<file path="src/rtl/imd_dec_pkg.sv">
`default_nettype none
package imd_dec_pkg;

	localparam int AddrBits = 32;
	localparam int MapDepth = 256;
	localparam int BaseW = ((AddrBits > 32) ? AddrBits : 32) + 1;
	localparam int ModSteps = 9;

	localparam logic [7:0] EotByte = 8'h1A;
	localparam logic [7:0] CylMapBit = 8'h80;
	localparam logic [7:0] HeadMapBit = 8'h40;
	localparam logic [7:0] ModeLimit = 8'd6;
	localparam logic [7:0] SizeLimit = 8'd7;
	localparam logic [13:0] BaseSector = 14'd128;
	localparam logic [7:0] MagicText [4] = '{8'h49, 8'h4D, 8'h44, 8'h20};

	localparam logic [1:0] KIND_BYTE = 2'd0;
	localparam logic [1:0] KIND_FILL = 2'd1;
	localparam logic [1:0] KIND_DONE = 2'd2;
	localparam logic [1:0] KIND_ERROR = 2'd3;

	localparam logic [3:0] ERR_EOF_HEADER = 4'd0;
	localparam logic [3:0] ERR_BAD_MAGIC = 4'd1;
	localparam logic [3:0] ERR_BAD_MODE = 4'd2;
	localparam logic [3:0] ERR_EOF_TRACK = 4'd3;
	localparam logic [3:0] ERR_BAD_SIZE = 4'd4;
	localparam logic [3:0] ERR_ZERO_SECT = 4'd5;
	localparam logic [3:0] ERR_BAD_RECORD = 4'd6;
	localparam logic [3:0] ERR_NO_TRACKS = 4'd7;
	localparam logic [3:0] ERR_ADDR_OVF = 4'd8;

	typedef enum logic [4:0] {
		ST_HEADER, ST_MODE, ST_CYL, ST_HEAD, ST_COUNT, ST_SIZE, ST_SMAP, ST_MOD,
		ST_CMAP, ST_HMAP, ST_LOOK, ST_ADDR, ST_RECORD, ST_DATA, ST_FILL,
		ST_DONE, ST_ERROR
	} state_t;

	typedef struct packed {
		logic hdr_step;
		logic load_flags;
		logic load_count;
		logic load_size;
		logic mod_start;
		logic mod_run;
		logic map_wr;
		logic entry_inc;
		logic entry_clr;
		logic base_add;
		logic any_set;
		logic off_inc;
		logic off_clr;
		logic addr_calc;
		logic emit;
		logic fill_zero;
		logic [1:0] kind;
		logic [3:0] err;
	} dp_cmd_t;

	typedef struct packed {
		logic is_eot;
		logic hdr_short;
		logic magic_ok;
		logic mode_bad;
		logic size_bad;
		logic count_zero;
		logic ovf;
		logic rec0;
		logic rec1;
		logic rec2;
		logic last_entry;
		logic last_byte;
		logic mod_done;
		logic cmap;
		logic hmap;
		logic any_seen;
		logic out_stall;
	} dp_stat_t;

	function automatic logic [13:0] sec_bytes(input logic [2:0] shift);
		return BaseSector << shift;
	endfunction

endpackage
`default_nettype wire

</file>
<file path="src/rtl/imd_dec_ram.sv">
`default_nettype none
module imd_dec_ram #(
	parameter int Width = 8,
	parameter int Depth = 256
) (
	input wire logic clk,
	input wire logic wr_en,
	input wire logic [$clog2(Depth)-1:0] wr_addr,
	input wire logic [Width-1:0] wr_data,
	input wire logic [$clog2(Depth)-1:0] rd_addr,
	output logic [Width-1:0] rd_data
);
	logic [Width-1:0] mem_q [Depth];

	always_ff @(posedge clk) begin
		if (wr_en) begin
			mem_q[wr_addr] <= wr_data;
		end
		rd_data <= mem_q[rd_addr];
	end
endmodule
`default_nettype wire

</file>
<file path="src/rtl/imd_dec_dp.sv">
`default_nettype none
module imd_dec_dp
	import imd_dec_pkg::*;
(
	input wire logic clk,
	input wire logic arst_n,
	input wire logic [7:0] data_byte,
	input wire logic out_ready,
	input wire dp_cmd_t cmd,
	output dp_stat_t stat,
	output logic out_valid,
	output logic [1:0] kind,
	output logic [31:0] address,
	output logic [13:0] run_length,
	output logic [7:0] byte_value,
	output logic [3:0] error_code
);
	logic [2:0] hdr_cnt_q;
	logic magic_q;
	logic [BaseW-1:0] base_q;
	logic [BaseW-1:0] sec_addr_q;
	logic [7:0] count_q;
	logic [2:0] size_q;
	logic cmap_q;
	logic hmap_q;
	logic [7:0] entry_q;
	logic [13:0] off_q;
	logic any_q;
	logic [8:0] mod_v_q;
	logic [7:0] mod_r_q;
	logic [3:0] mod_cnt_q;
	logic out_valid_q;
	logic [7:0] slot;
	logic [13:0] sb;
	logic [BaseW-1:0] track_sum;
	logic [BaseW-1:0] track_span;
	logic [8:0] mod_t;
	logic [8:0] mod_sub;

	assign sb = sec_bytes(size_q);
	assign track_span = BaseW'({count_q, 7'b0}) << size_q;
	assign track_sum = base_q + (BaseW'({count_q, 7'b0}) << data_byte[2:0]);
	assign mod_t = {mod_r_q, mod_v_q[8]};
	assign mod_sub = mod_t - {1'b0, count_q};

	imd_dec_ram #(.Width(8), .Depth(MapDepth)) u_map (
		.clk(clk),
		.wr_en(cmd.map_wr),
		.wr_addr(entry_q),
		.wr_data(mod_r_q),
		.rd_addr(entry_q),
		.rd_data(slot)
	);

	always_comb begin
		stat.is_eot = data_byte == EotByte;
		stat.hdr_short = !hdr_cnt_q[2];
		stat.magic_ok = magic_q;
		stat.mode_bad = data_byte >= ModeLimit;
		stat.size_bad = data_byte >= SizeLimit;
		stat.count_zero = count_q == 8'd0;
		stat.ovf = (track_sum >> AddrBits) != '0;
		stat.rec0 = data_byte == 8'd0;
		stat.rec1 = data_byte == 8'd1;
		stat.rec2 = data_byte == 8'd2;
		stat.last_entry = ({1'b0, entry_q} + 9'd1) >= {1'b0, count_q};
		stat.last_byte = ({1'b0, off_q} + 15'd1) >= {1'b0, sb};
		stat.mod_done = mod_cnt_q == 4'(ModSteps);
		stat.cmap = cmap_q;
		stat.hmap = hmap_q;
		stat.any_seen = any_q;
		stat.out_stall = out_valid_q && !out_ready;
	end

	always_ff @(posedge clk or negedge arst_n) begin
		if (!arst_n) begin
			hdr_cnt_q <= '0;
			magic_q <= 1'b1;
			base_q <= '0;
			count_q <= '0;
			size_q <= '0;
			cmap_q <= 1'b0;
			hmap_q <= 1'b0;
			entry_q <= '0;
			off_q <= '0;
			any_q <= 1'b0;
			mod_cnt_q <= '0;
			out_valid_q <= 1'b0;
		end else begin
			if (cmd.hdr_step && !hdr_cnt_q[2]) begin
				if (data_byte != MagicText[hdr_cnt_q[1:0]]) begin
					magic_q <= 1'b0;
				end
				hdr_cnt_q <= hdr_cnt_q + 3'd1;
			end
			if (cmd.load_flags) begin
				cmap_q <= (data_byte & CylMapBit) != 8'd0;
				hmap_q <= (data_byte & HeadMapBit) != 8'd0;
			end
			if (cmd.load_count) begin
				count_q <= data_byte;
			end
			if (cmd.load_size) begin
				size_q <= data_byte[2:0];
			end
			if (cmd.entry_clr) begin
				entry_q <= '0;
			end else if (cmd.entry_inc) begin
				entry_q <= entry_q + 8'd1;
			end
			if (cmd.base_add) begin
				base_q <= base_q + track_span;
			end
			if (cmd.any_set) begin
				any_q <= 1'b1;
			end
			if (cmd.off_clr) begin
				off_q <= '0;
			end else if (cmd.off_inc) begin
				off_q <= off_q + 14'd1;
			end
			if (cmd.mod_start) begin
				mod_cnt_q <= '0;
			end else if (cmd.mod_run) begin
				mod_cnt_q <= mod_cnt_q + 4'd1;
			end
			if (cmd.emit) begin
				out_valid_q <= 1'b1;
			end else if (out_ready) begin
				out_valid_q <= 1'b0;
			end
		end
	end

	always_ff @(posedge clk) begin
		if (cmd.mod_start) begin
			mod_v_q <= {1'b0, data_byte} + {1'b0, count_q} - 9'd1;
			mod_r_q <= '0;
		end else if (cmd.mod_run) begin
			mod_v_q <= {mod_v_q[7:0], 1'b0};
			mod_r_q <= (mod_t >= {1'b0, count_q}) ? mod_sub[7:0] : mod_t[7:0];
		end
		if (cmd.addr_calc) begin
			sec_addr_q <= base_q + (BaseW'({slot, 7'b0}) << size_q);
		end
		if (cmd.emit) begin
			kind <= cmd.kind;
			error_code <= '0;
			address <= '0;
			run_length <= '0;
			byte_value <= '0;
			case (cmd.kind)
				KIND_BYTE: begin
					address <= 32'(sec_addr_q + BaseW'(off_q));
					byte_value <= data_byte;
				end
				KIND_FILL: begin
					address <= 32'(sec_addr_q);
					run_length <= sb;
					byte_value <= cmd.fill_zero ? 8'd0 : data_byte;
				end
				KIND_DONE: begin
					address <= 32'(base_q);
				end
				default: begin
					error_code <= cmd.err;
				end
			endcase
		end
	end

	assign out_valid = out_valid_q;
endmodule
`default_nettype wire

</file>
<file path="src/rtl/imd_dec_ctrl.sv">
`default_nettype none
module imd_dec_ctrl
	import imd_dec_pkg::*;
(
	input wire logic clk,
	input wire logic arst_n,
	input wire logic in_valid,
	input wire logic end_of_stream,
	input wire dp_stat_t stat,
	output logic in_ready,
	output dp_cmd_t cmd,
	output state_t state
);
	state_t state_q;
	state_t state_d;
	logic take;
	logic accepting;

	always_ff @(posedge clk or negedge arst_n) begin
		if (!arst_n) begin
			state_q <= ST_HEADER;
		end else begin
			state_q <= state_d;
		end
	end

	assign state = state_q;

	always_comb begin
		cmd = '0;
		state_d = state_q;
		case (state_q)
			ST_MOD, ST_LOOK, ST_ADDR: accepting = 1'b0;
			default: accepting = 1'b1;
		endcase
		in_ready = accepting && !stat.out_stall;
		take = in_valid && in_ready;

		case (state_q)
			ST_MOD: begin
				if (stat.mod_done) begin
					cmd.map_wr = 1'b1;
					cmd.entry_inc = 1'b1;
					if (stat.last_entry) begin
						cmd.entry_clr = 1'b1;
						state_d = stat.cmap ? ST_CMAP : (stat.hmap ? ST_HMAP : ST_LOOK);
					end else begin
						state_d = ST_SMAP;
					end
				end else begin
					cmd.mod_run = 1'b1;
				end
			end
			ST_LOOK: state_d = ST_ADDR;
			ST_ADDR: begin
				cmd.addr_calc = 1'b1;
				state_d = ST_RECORD;
			end
			default: ;
		endcase

		if (take && state_q != ST_DONE && state_q != ST_ERROR) begin
			if (end_of_stream) begin
				cmd.emit = 1'b1;
				cmd.kind = KIND_ERROR;
				state_d = ST_ERROR;
				if (state_q == ST_HEADER) begin
					cmd.err = ERR_EOF_HEADER;
				end else if (state_q == ST_MODE) begin
					if (stat.any_seen) begin
						cmd.kind = KIND_DONE;
						state_d = ST_DONE;
					end else begin
						cmd.err = ERR_NO_TRACKS;
					end
				end else begin
					cmd.err = ERR_EOF_TRACK;
				end
			end else begin
				case (state_q)
					ST_HEADER: begin
						if (stat.is_eot) begin
							if (stat.hdr_short || !stat.magic_ok) begin
								cmd.emit = 1'b1;
								cmd.kind = KIND_ERROR;
								cmd.err = ERR_BAD_MAGIC;
								state_d = ST_ERROR;
							end else begin
								state_d = ST_MODE;
							end
						end else begin
							cmd.hdr_step = 1'b1;
						end
					end
					ST_MODE: begin
						if (stat.mode_bad) begin
							cmd.emit = 1'b1;
							cmd.kind = KIND_ERROR;
							cmd.err = ERR_BAD_MODE;
							state_d = ST_ERROR;
						end else begin
							state_d = ST_CYL;
						end
					end
					ST_CYL: state_d = ST_HEAD;
					ST_HEAD: begin
						cmd.load_flags = 1'b1;
						state_d = ST_COUNT;
					end
					ST_COUNT: begin
						cmd.load_count = 1'b1;
						state_d = ST_SIZE;
					end
					ST_SIZE: begin
						if (stat.size_bad || stat.count_zero || stat.ovf) begin
							cmd.emit = 1'b1;
							cmd.kind = KIND_ERROR;
							cmd.err = stat.size_bad ? ERR_BAD_SIZE :
								(stat.count_zero ? ERR_ZERO_SECT : ERR_ADDR_OVF);
							state_d = ST_ERROR;
						end else begin
							cmd.load_size = 1'b1;
							cmd.entry_clr = 1'b1;
							state_d = ST_SMAP;
						end
					end
					ST_SMAP: begin
						cmd.mod_start = 1'b1;
						state_d = ST_MOD;
					end
					ST_CMAP, ST_HMAP: begin
						cmd.entry_inc = 1'b1;
						if (stat.last_entry) begin
							cmd.entry_clr = 1'b1;
							state_d = (state_q == ST_CMAP && stat.hmap) ? ST_HMAP : ST_LOOK;
						end
					end
					ST_RECORD: begin
						if (stat.rec0) begin
							cmd.emit = 1'b1;
							cmd.kind = KIND_FILL;
							cmd.fill_zero = 1'b1;
						end else if (stat.rec1) begin
							cmd.off_clr = 1'b1;
							state_d = ST_DATA;
						end else if (stat.rec2) begin
							state_d = ST_FILL;
						end else begin
							cmd.emit = 1'b1;
							cmd.kind = KIND_ERROR;
							cmd.err = ERR_BAD_RECORD;
							state_d = ST_ERROR;
						end
					end
					ST_DATA: begin
						cmd.emit = 1'b1;
						cmd.kind = KIND_BYTE;
						if (stat.last_byte) begin
							cmd.off_clr = 1'b1;
						end else begin
							cmd.off_inc = 1'b1;
						end
					end
					ST_FILL: begin
						cmd.emit = 1'b1;
						cmd.kind = KIND_FILL;
					end
					default: ;
				endcase
				// sector finished: advance entry, close track on last one
				if ((state_q == ST_RECORD && stat.rec0) || state_q == ST_FILL ||
					(state_q == ST_DATA && stat.last_byte)) begin
					cmd.entry_inc = 1'b1;
					if (stat.last_entry) begin
						cmd.entry_clr = 1'b1;
						cmd.base_add = 1'b1;
						cmd.any_set = 1'b1;
						state_d = ST_MODE;
					end else begin
						state_d = ST_LOOK;
					end
				end
			end
		end
	end
endmodule
`default_nettype wire

</file>
<file path="src/rtl/disk_image_track_decoder_unit.sv">
// Output: a result is registered at the transfer of the byte that causes it,
//   visible in the next cycle.
// Throughput: one byte per cycle unless a result stalls; input pauses for each
//   sector-map byte (9-step remainder unit) and each sector's map RAM lookup.
// Reset: arst_n asynchronous, active low; decoder returns to header parsing.
`default_nettype none
module disk_image_track_decoder_unit
	import imd_dec_pkg::*;
(
	input wire logic clk,
	input wire logic arst_n,
	input wire logic in_valid,
	output logic in_ready,
	input wire logic [7:0] data_byte,
	input wire logic end_of_stream,
	output logic out_valid,
	input wire logic out_ready,
	output logic [1:0] kind,
	output logic [31:0] address,
	output logic [13:0] run_length,
	output logic [7:0] byte_value,
	output logic [3:0] error_code
);
	dp_cmd_t cmd;
	dp_stat_t stat;
	state_t state;

	imd_dec_ctrl u_ctrl (
		.clk(clk),
		.arst_n(arst_n),
		.in_valid(in_valid),
		.end_of_stream(end_of_stream),
		.stat(stat),
		.in_ready(in_ready),
		.cmd(cmd),
		.state(state)
	);

	imd_dec_dp u_dp (
		.clk(clk),
		.arst_n(arst_n),
		.data_byte(data_byte),
		.out_ready(out_ready),
		.cmd(cmd),
		.stat(stat),
		.out_valid(out_valid),
		.kind(kind),
		.address(address),
		.run_length(run_length),
		.byte_value(byte_value),
		.error_code(error_code)
	);

	a_no_take_on_stall: assert property (@(posedge clk) disable iff (!arst_n)
		(in_valid && in_ready) |-> !(out_valid && !out_ready))
		else $error("transfer accepted while result stalled");

	a_fill_len: assert property (@(posedge clk) disable iff (!arst_n)
		(out_valid && kind == KIND_FILL) |-> $onehot(run_length))
		else $error("fill run length not a sector size");

	a_sticky: assert property (@(posedge clk) disable iff (!arst_n)
		(state == ST_DONE || state == ST_ERROR) |=>
		(state == ST_DONE || state == ST_ERROR) && !cmd.emit)
		else $error("decoder left terminal state");

	a_map_busy: assert property (@(posedge clk) disable iff (!arst_n)
		(state == ST_MOD || state == ST_LOOK || state == ST_ADDR) |-> !in_ready)
		else $error("input taken during internal step");
endmodule
`default_nettype wire
</file>
<file path="config.mk">
export PLATFORM = sky130hd
export DESIGN_NAME = disk_image_track_decoder_unit
export DESIGN_NICKNAME = d
export VERILOG_FILES = /design/src/rtl/imd_dec_pkg.sv /design/src/rtl/imd_dec_ram.sv /design/src/rtl/imd_dec_dp.sv /design/src/rtl/imd_dec_ctrl.sv /design/src/rtl/disk_image_track_decoder_unit.sv
export SDC_FILE = /design/constraint.sdc
export NUM_CORES = 2
export LEC_CHECK = 0
export BUFFER_PORTS_ARGS = -buffer_cell sky130_fd_sc_hd__buf_2
export CAP_MARGIN = 10
export CORE_ASPECT_RATIO = 0.7
export CORE_MARGIN = 3
export CORE_UTILIZATION = 50
export CTS_CLUSTER_DIAMETER = 150
export DETAILED_ROUTE_END_ITERATION = 10
export HOLD_SLACK_MARGIN = 0.1
export PLACE_DENSITY = 0.65
export SLEW_MARGIN = 25
export SYNTH_ARGS = -nofsm -noshare
export SYNTH_HDL_FRONTEND = slang
export SYNTH_HIERARCHICAL = 1
export SYNTH_SLANG_ARGS = --single-unit
</file>
<file path="constraint.sdc">
create_clock -name clk -period 7.6 [get_ports clk]
set_input_delay 1.14 -clock clk [delete_from_list [all_inputs] [get_ports clk]]
set_output_delay 1.14 -clock clk [all_outputs]
set_load 0.05 [all_outputs]
</file>
Yosys cells after proc, flatten, opt, wreduce, memory -nomap -nowiden
Memories as Yosys holds them, arrays and structs flattened. A register that Yosys moved wholly into a read port is not among the register bits.
Index checks and enable logic that the tools add are counted.
{"block": "totals", "regBits": 192, "ramBits": 2048, "mem_count": 1, "input_bits": 13}
{"block": "op_classes", "muxes": 102, "n_shift": 4, "eq_ne": 23, "reduce_logical": 31, "bitwise": 2, "order_cmp": 6, "add_sub_neg": 13}
{"memory": "u_dp.u_map.mem_q", "depth": 256, "word_bits": 8, "rd": 1, "rd_clocked_by_memory_dff": 1, "wr": 1, "line": "imd_dec_ram.sv:13", "rtl": "logic [Width-1:0] mem_q [Depth];"}
{"cell": "$pmux W32 S3", "count": 1}
{"cell": "$mux W5", "count": 19}
{"cell": "$add A33 B33 Y33", "count": 2}
{"cell": "$shl A15 B3 Y33", "count": 2}
{"cell": "$mux W8", "count": 7}
{"cell": "$mux W6", "count": 9}
{"cell": "$pmux W5 S9", "count": 1}
{"cell": "$mux W4", "count": 10}
{"cell": "$eq A5 B4 Y1 const B", "count": 7}
{"cell": "$mux W1", "count": 35}
{"cell": "$add A32 B14 Y32", "count": 1}
{"cell": "$add A32 B32 Y32", "count": 1}
{"cell": "$shl A15 B3 Y32", "count": 1}
{"cell": "$mux W14", "count": 2}
{"cell": "$eq A5 B3 Y1 const B", "count": 4}
{"cell": "$ge A9 B8 Y1", "count": 2}
{"cell": "$mux W9", "count": 2}
{"cell": "$bmux W8 S2", "count": 1}
{"cell": "$ge A8 B3 Y1 const B", "count": 2}
{"cell": "$logic_not A8 Y1", "count": 2}
{"cell": "$pmux W4 S4", "count": 1}
{"cell": "$pmux W8 S2", "count": 1}
{"cell": "$add A14 B1 Y15 const B", "count": 1}
{"cell": "$ge A15 B14 Y1", "count": 1}
{"cell": "39 further kinds", "count": 66}

Longest topological paths before layout
{"block": "depth", "word_depth": 13, "depth_mapped": 25, "mapped_depth_nobuf": 22}

Modules after synthesis
The synthesis kept the hierarchy.
{"mod": "imd_dec_ram", "n_inst": 1, "seq_area_each_um2": 61659.1, "cells_per_inst": 3733, "area_per_inst_um2": 79556.3}
{"mod": "imd_dec_dp", "n_inst": 1, "seq_area_each_um2": 4550.6, "cells_per_inst": 1192, "area_per_inst_um2": 11312.1}
{"mod": "imd_dec_ctrl", "n_inst": 1, "seq_area_each_um2": 125.1, "cells_per_inst": 160, "area_per_inst_um2": 1069.8}

Worst setup path before layout
OpenSTA, ideal clock, no wires.
{"block": "synth_path", "kind": "input -> register", "start": "input port data_byte[0]", "end": "register u_dp.address[0], enable pin", "path_stages": 18, "slack_ns": 0.607, "arrival_time_ns": 6.510, "setup_ns": 0.482, "cell_sequence": "clkbuf_1 > clkbuf_1 > mux2i_1 > nand2_1 > o21ai_0 > mux2i_1 > ha_1 > a21oi_1 > nor2b_1 > o21ai_0 > o311ai_0 > a41o_1 > o21ai_0 > xnor2_1 > nor3_1 > o211ai_1 > a211oi_1 > a21oi_1"}
{"item": "start: declaration", "line": "disk_image_track_decoder_unit.sv:14", "rtl": "input wire logic [7:0] data_byte,"}
{"item": "end signal: assignment", "line": "imd_dec_dp.sv:154", "rtl": "address <= 32'(sec_addr_q + BaseW'(off_q));"}
{"item": "end signal: assignment", "line": "imd_dec_dp.sv:158", "rtl": "address <= 32'(sec_addr_q);"}
{"item": "end signal: assignment", "line": "imd_dec_dp.sv:163", "rtl": "address <= 32'(base_q);"}
{"item": "end: declaration", "line": "imd_dec_dp.sv:13", "rtl": "output logic [31:0] address,"}

==> impl_metrics.py <==
metrics = {
    "clock_tree": {
        "cts_max_level": 4,
        "clock_tree_from_tritoncts": "yes",
        "cts_buffer_depth": 3,
        "post_cts.repair.setup_buffers": 0,
        "worst_skew_pair.late_latency_ns": 0.83,
        "cts_inserted_buffers": 201,
        "cts_root_buffer": "sky130_fd_sc_hd__clkbuf_16",
        "clock_slew_at_reported_path_ffs_ns": 0.06,
        "cts_resized": 0,
        "postCtsHoldBufs": 0,
        "numClockSinks": 2227,
    },
    "pwr": {
        "comb_power_share": 0.175,
        "seq_power_share": 0.499,
        "worst_ir_drop_vdd_v": 0.000258,
        "total_switching_power_mw": 8.53,
        "total_power_mw": 31.6,
        "cellPowerDensity_mw_per_mm2": 312,
        "power.clock.fraction": 0.326,
        "leak_pwr_nw": 31.3,
        "swShare": 0.270,
        "int_pwr_mw": 23.1,
    },
    "finish": {
        "fraction_of_final_layout_cells_with_drive_strength_greater_than_1": 0.192,
        "area_growth_pct": 10.3,
        "nets": 5270,
        "final_area_mm2": 0.101,
    },
    "synthesis": {
        "postSynthCellCount": 5085,
        "synth_sequential_area_ratio": 0.722,
        "yosys.area_share.simple": 0.0486,
        "synthesis.area_mm2": 0.0919,
        "synth-async-reset-ratio": 0.0341,
        "syn_area_per_cell_um2": 18.1,
        "synth_top_family_by_area": "multiplexers",
        "synth_top_cells_by_area": "sky130_fd_sc_hd__edfxtp_1, sky130_fd_sc_hd__mux4_2, sky130_fd_sc_hd__dfrtp_1",
        "netlist_top_cells_count": "sky130_fd_sc_hd__edfxtp_1, sky130_fd_sc_hd__mux4_2, sky130_fd_sc_hd__nor2_1",
        "yosys.area_share.xor_xnor": 0.00867,
        "number_of_enable_flip_flop_cells_after_synthesis": 2135,
        "synth_area_in_compound_gates": 0.0512,
        "yosys_warnings": 6,
        "yosys_most_used_dff": "sky130_fd_sc_hd__edfxtp_1",
        "yosysUniqueCellTypes": 96,
        "netlist.area_leader.share": 0.697,
        "multiplexer_fraction_of_the_synthesized_cell_area": 0.134,
        "yosys_register_bits": 2227,
        "netlist.top_cell.by_area": "sky130_fd_sc_hd__edfxtp_1",
        "synth_adder_area_share": 0.0140,
        "cell_with_the_most_instances_after_synthesis": "sky130_fd_sc_hd__edfxtp_1",
    },
    "global_route": {
        "global_route.usage.met1": 0.382,
        "grt.met2_usage": 0.330,
        "globalRouteOverflowTotal": 0,
        "grt_first_pass_wirelength_mm": 336,
        "grt_busiest_layer": "met1",
        "grt_util_all_layers": 0.241,
        "grt_pass1_vias": 47400,
        "antenna_found_initial": 6,
        "global_route.usage.met3": 0.0684,
        "grt_start_max_net_pins": 204,
    },
    "floorplan": {
        "horizontal_die_dimension_um": 519,
        "die_area_mm2": 0.189,
        "count_of_standard_cell_rows": 131,
        "die-height_um": 365,
        "coreArea_mm2": 0.182,
        "initial_core_utilization": 0.504,
        "top_level_ports": 75,
    },
    "route": {
        "wire_per_inst_um": 29.4,
        "dr.first_iter.drc_count": 6440,
        "number_of_search_and_repair_iterations_in_the_first_detailed_routing_pass": 7,
        "ant_nets": 0,
        "drc": 0,
        "avgViaCountPerCell": 6.34,
        "vias_post_dr": 49400,
        "totalWireLength_mm": 229,
    },
    "sta": {
        "layout_setup_ws_ns": 1.91,
        "rsz_0062_raised_after_global_routing": "false",
        "worst-slew-pin-transition_ns": 1.14,
        "final_max_slew_viol_count": 0,
        "max_freq_mhz": 176,
        "worst_slew_margin_rel": 0.238,
        "min_period_ns": 5.69,
        "final.setup.tns_ns": 0,
        "worst_clock_skew_ns": 0.0271,
        "final_hold_viol_count": 0,
        "timing.final.setup_violations": 0,
        "layout_worst_path_cycle_share": 0.749,
    },
    "setup_path": {
        "peak_fanout_along_the_critical_path": 48,
        "setup.reg_to_reg.worst_slack_ns": 2.15,
        "critPathKind": "input port to register",
        "crit_path_capture_type": "register",
        "worstSetupStartpoint": "data_byte[0]",
        "reg_to_reg_startpoint": "u_dp/count_q[6]$_DFFE_PN0P_",
        "critical_path.reg2reg.endpoint": "u_dp/address[26]$_SDFFCE_PN0P_",
        "cp.required_ns": 8.21,
        "critical_path.startpoint_type": "input port",
        "cp_data_arrival_time_ns": 6.31,
        "number_of_cells_on_the_worst_reg_to_reg_path": 19,
    },
    "place": {
        "dpl_wire_length_mm": 141,
        "count_of_buffers_from_port_buffering": 67,
        "placement.setup.worst_slack_ns": 1.23,
        "dpl-instance-area_mm2": 0.0946,
        "place.gp.congestion": 0.866,
    },
    "worst_hold_path": {
        "min-delay-path-class": "input port to asynchronous set/reset pin",
    },
    "run_status": {
        "status": "finished clean",
    },
    "flow_run": {
        "timing.max_cap.violations": 0,
    },
}
cell type report:
class                      instances  area (um2)
tap                             2460        3080
clock inverter                   154        1560
sequential                      2227       66400
multi-input combinational       2493       23700
timing repair buffer             160        1250
fill                           13900       81000
antenna                            2        5.00
inverter                          74         278
clock buffer                     226        5140
worst max-delay path, cell delays in order:
cell and delay [ns]:
sky130_fd_sc_hd__buf_2 0.33, sky130_fd_sc_hd__inv_1 0.18, sky130_fd_sc_hd__ha_1 0.28, sky130_fd_sc_hd__o21ai_0 0.27, sky130_fd_sc_hd__mux2i_1 0.14, sky130_fd_sc_hd__ha_1 0.31, sky130_fd_sc_hd__a21oi_1 0.14, sky130_fd_sc_hd__nor2b_1 0.06
sky130_fd_sc_hd__o21ai_0 0.14, sky130_fd_sc_hd__o311ai_0 0.20, sky130_fd_sc_hd__a41o_1 0.28, sky130_fd_sc_hd__o21ai_0 0.24, sky130_fd_sc_hd__xnor2_1 0.14, sky130_fd_sc_hd__nor3_1 0.29, sky130_fd_sc_hd__o211ai_1 0.14, sky130_fd_sc_hd__a211oi_1 0.64
sky130_fd_sc_hd__nor2_4 0.34, sky130_fd_sc_hd__nor2_1 0.80, sky130_fd_sc_hd__nand2_1 0.11, sky130_fd_sc_hd__o311ai_0 0.13
per-layer routing:
| metal | vias up | routed length, um |
|---|---|---|
| li1 | 20700 | - |
| met1 | 25800 | 101000 |
| met2 | 2599 | 96300 |
| met3 | 270 | 27200 |
| met4 | 4 | 4140 |
| met5 | - | 27 |
how the worst max path moves through the flow:
stage | to | slack [ns] | cells after the start
global route | u_dp/address[30]$_SDFFCE_PN0P_ | 1.39 | 20
floorplan | u_dp/address[0]$_SDFFCE_PN0P_ | 0.61 | 18
CTS | u_dp/address[30]$_SDFFCE_PN0P_ | 2.11 | 20
detailed placement | u_dp/address[26]$_SDFFCE_PN0P_ | 1.23 | 20
global placement | u_dp/address[26]$_SDFFCE_PN0P_ | 1.39 | 20
finish | u_dp/address[26]$_SDFFCE_PN0P_ | 1.91 | 20
flip-flops by register name, indices dropped and copies added (netlist names), 3 cells and up:
register / count
u_ctrl/state: 5
u_dp/address: 32
u_dp/base_q: 26
u_dp/byte_value: 8
u_dp/count_q: 8
u_dp/entry_q: 8
u_dp/error_code: 4
u_dp/hdr_cnt_q: 3
u_dp/mod_cnt_q: 4
u_dp/mod_r_q: 8
u_dp/mod_v_q: 9
u_dp/off_q: 14
u_dp/run_length: 7
u_dp/sec_addr_q: 25
u_dp/size_q: 3
u_dp/u_map/mem_q: 2048
u_dp/u_map/rd_data: 8
cell usage in the layout (no fill, tap or decap), types with 69 or more instances in the layout:
| master | count |
|---|---|
| sky130_fd_sc_hd__edfxtp_1 | 2135 |
| sky130_fd_sc_hd__mux4_2 | 454 |
| sky130_fd_sc_hd__nor2_1 | 399 |
| sky130_fd_sc_hd__clkbuf_16 | 202 |
| sky130_fd_sc_hd__a21oi_1 | 170 |
| sky130_fd_sc_hd__mux2i_1 | 170 |
| sky130_fd_sc_hd__nand2_1 | 161 |
| sky130_fd_sc_hd__a22oi_1 | 135 |
| sky130_fd_sc_hd__o21ai_0 | 96 |
| sky130_fd_sc_hd__ha_1 | 95 |
| sky130_fd_sc_hd__buf_4 | 78 |
| sky130_fd_sc_hd__nand3_1 | 71 |
| sky130_fd_sc_hd__inv_1 | 70 |
| sky130_fd_sc_hd__dfrtp_1 | 69 |
power by group through the flow:
| stage | Sequential, mW | Combinational [mW] | Clock (mW) |
|---|---|---|---|
| final | 15.8 | 5.52 | 10.3 |
| after global routing | 15.8 | 5.97 | 11.0 |
| after CTS | 15.8 | 5.47 | 10.5 |
| after detailed placement | 16.1 | 5.48 | 0 |
| after global placement | 16.1 | 5.37 | 0 |
| after floorplan | 16.7 | 3.50 | 0 |
metrics by stage:
step	utilization	cells	hold WS, ns
finish	0.556	7796	0.268
global route	0.556	7794	0.265
CTS	0.555	7791	0.216
detailed placement	0.519	7411	0.473
global placement	0.519	7411	0.471
floorplan	-	5091	0.438
logic make-up (layout without fill, tap and decap cells):
logic type                 Yosys count  in the layout
and+or+nand+nor                    946            946
DFF                               2227           2227
xor gates and xnor gates            91             91
other                                1              9
buffers and inverters              371            614
muxes                              656            656
adders and majority gates          100            100
AOI/OAI and AO/OA                  693            693
No activity file was read; power rests on OpenSTA's default activity.
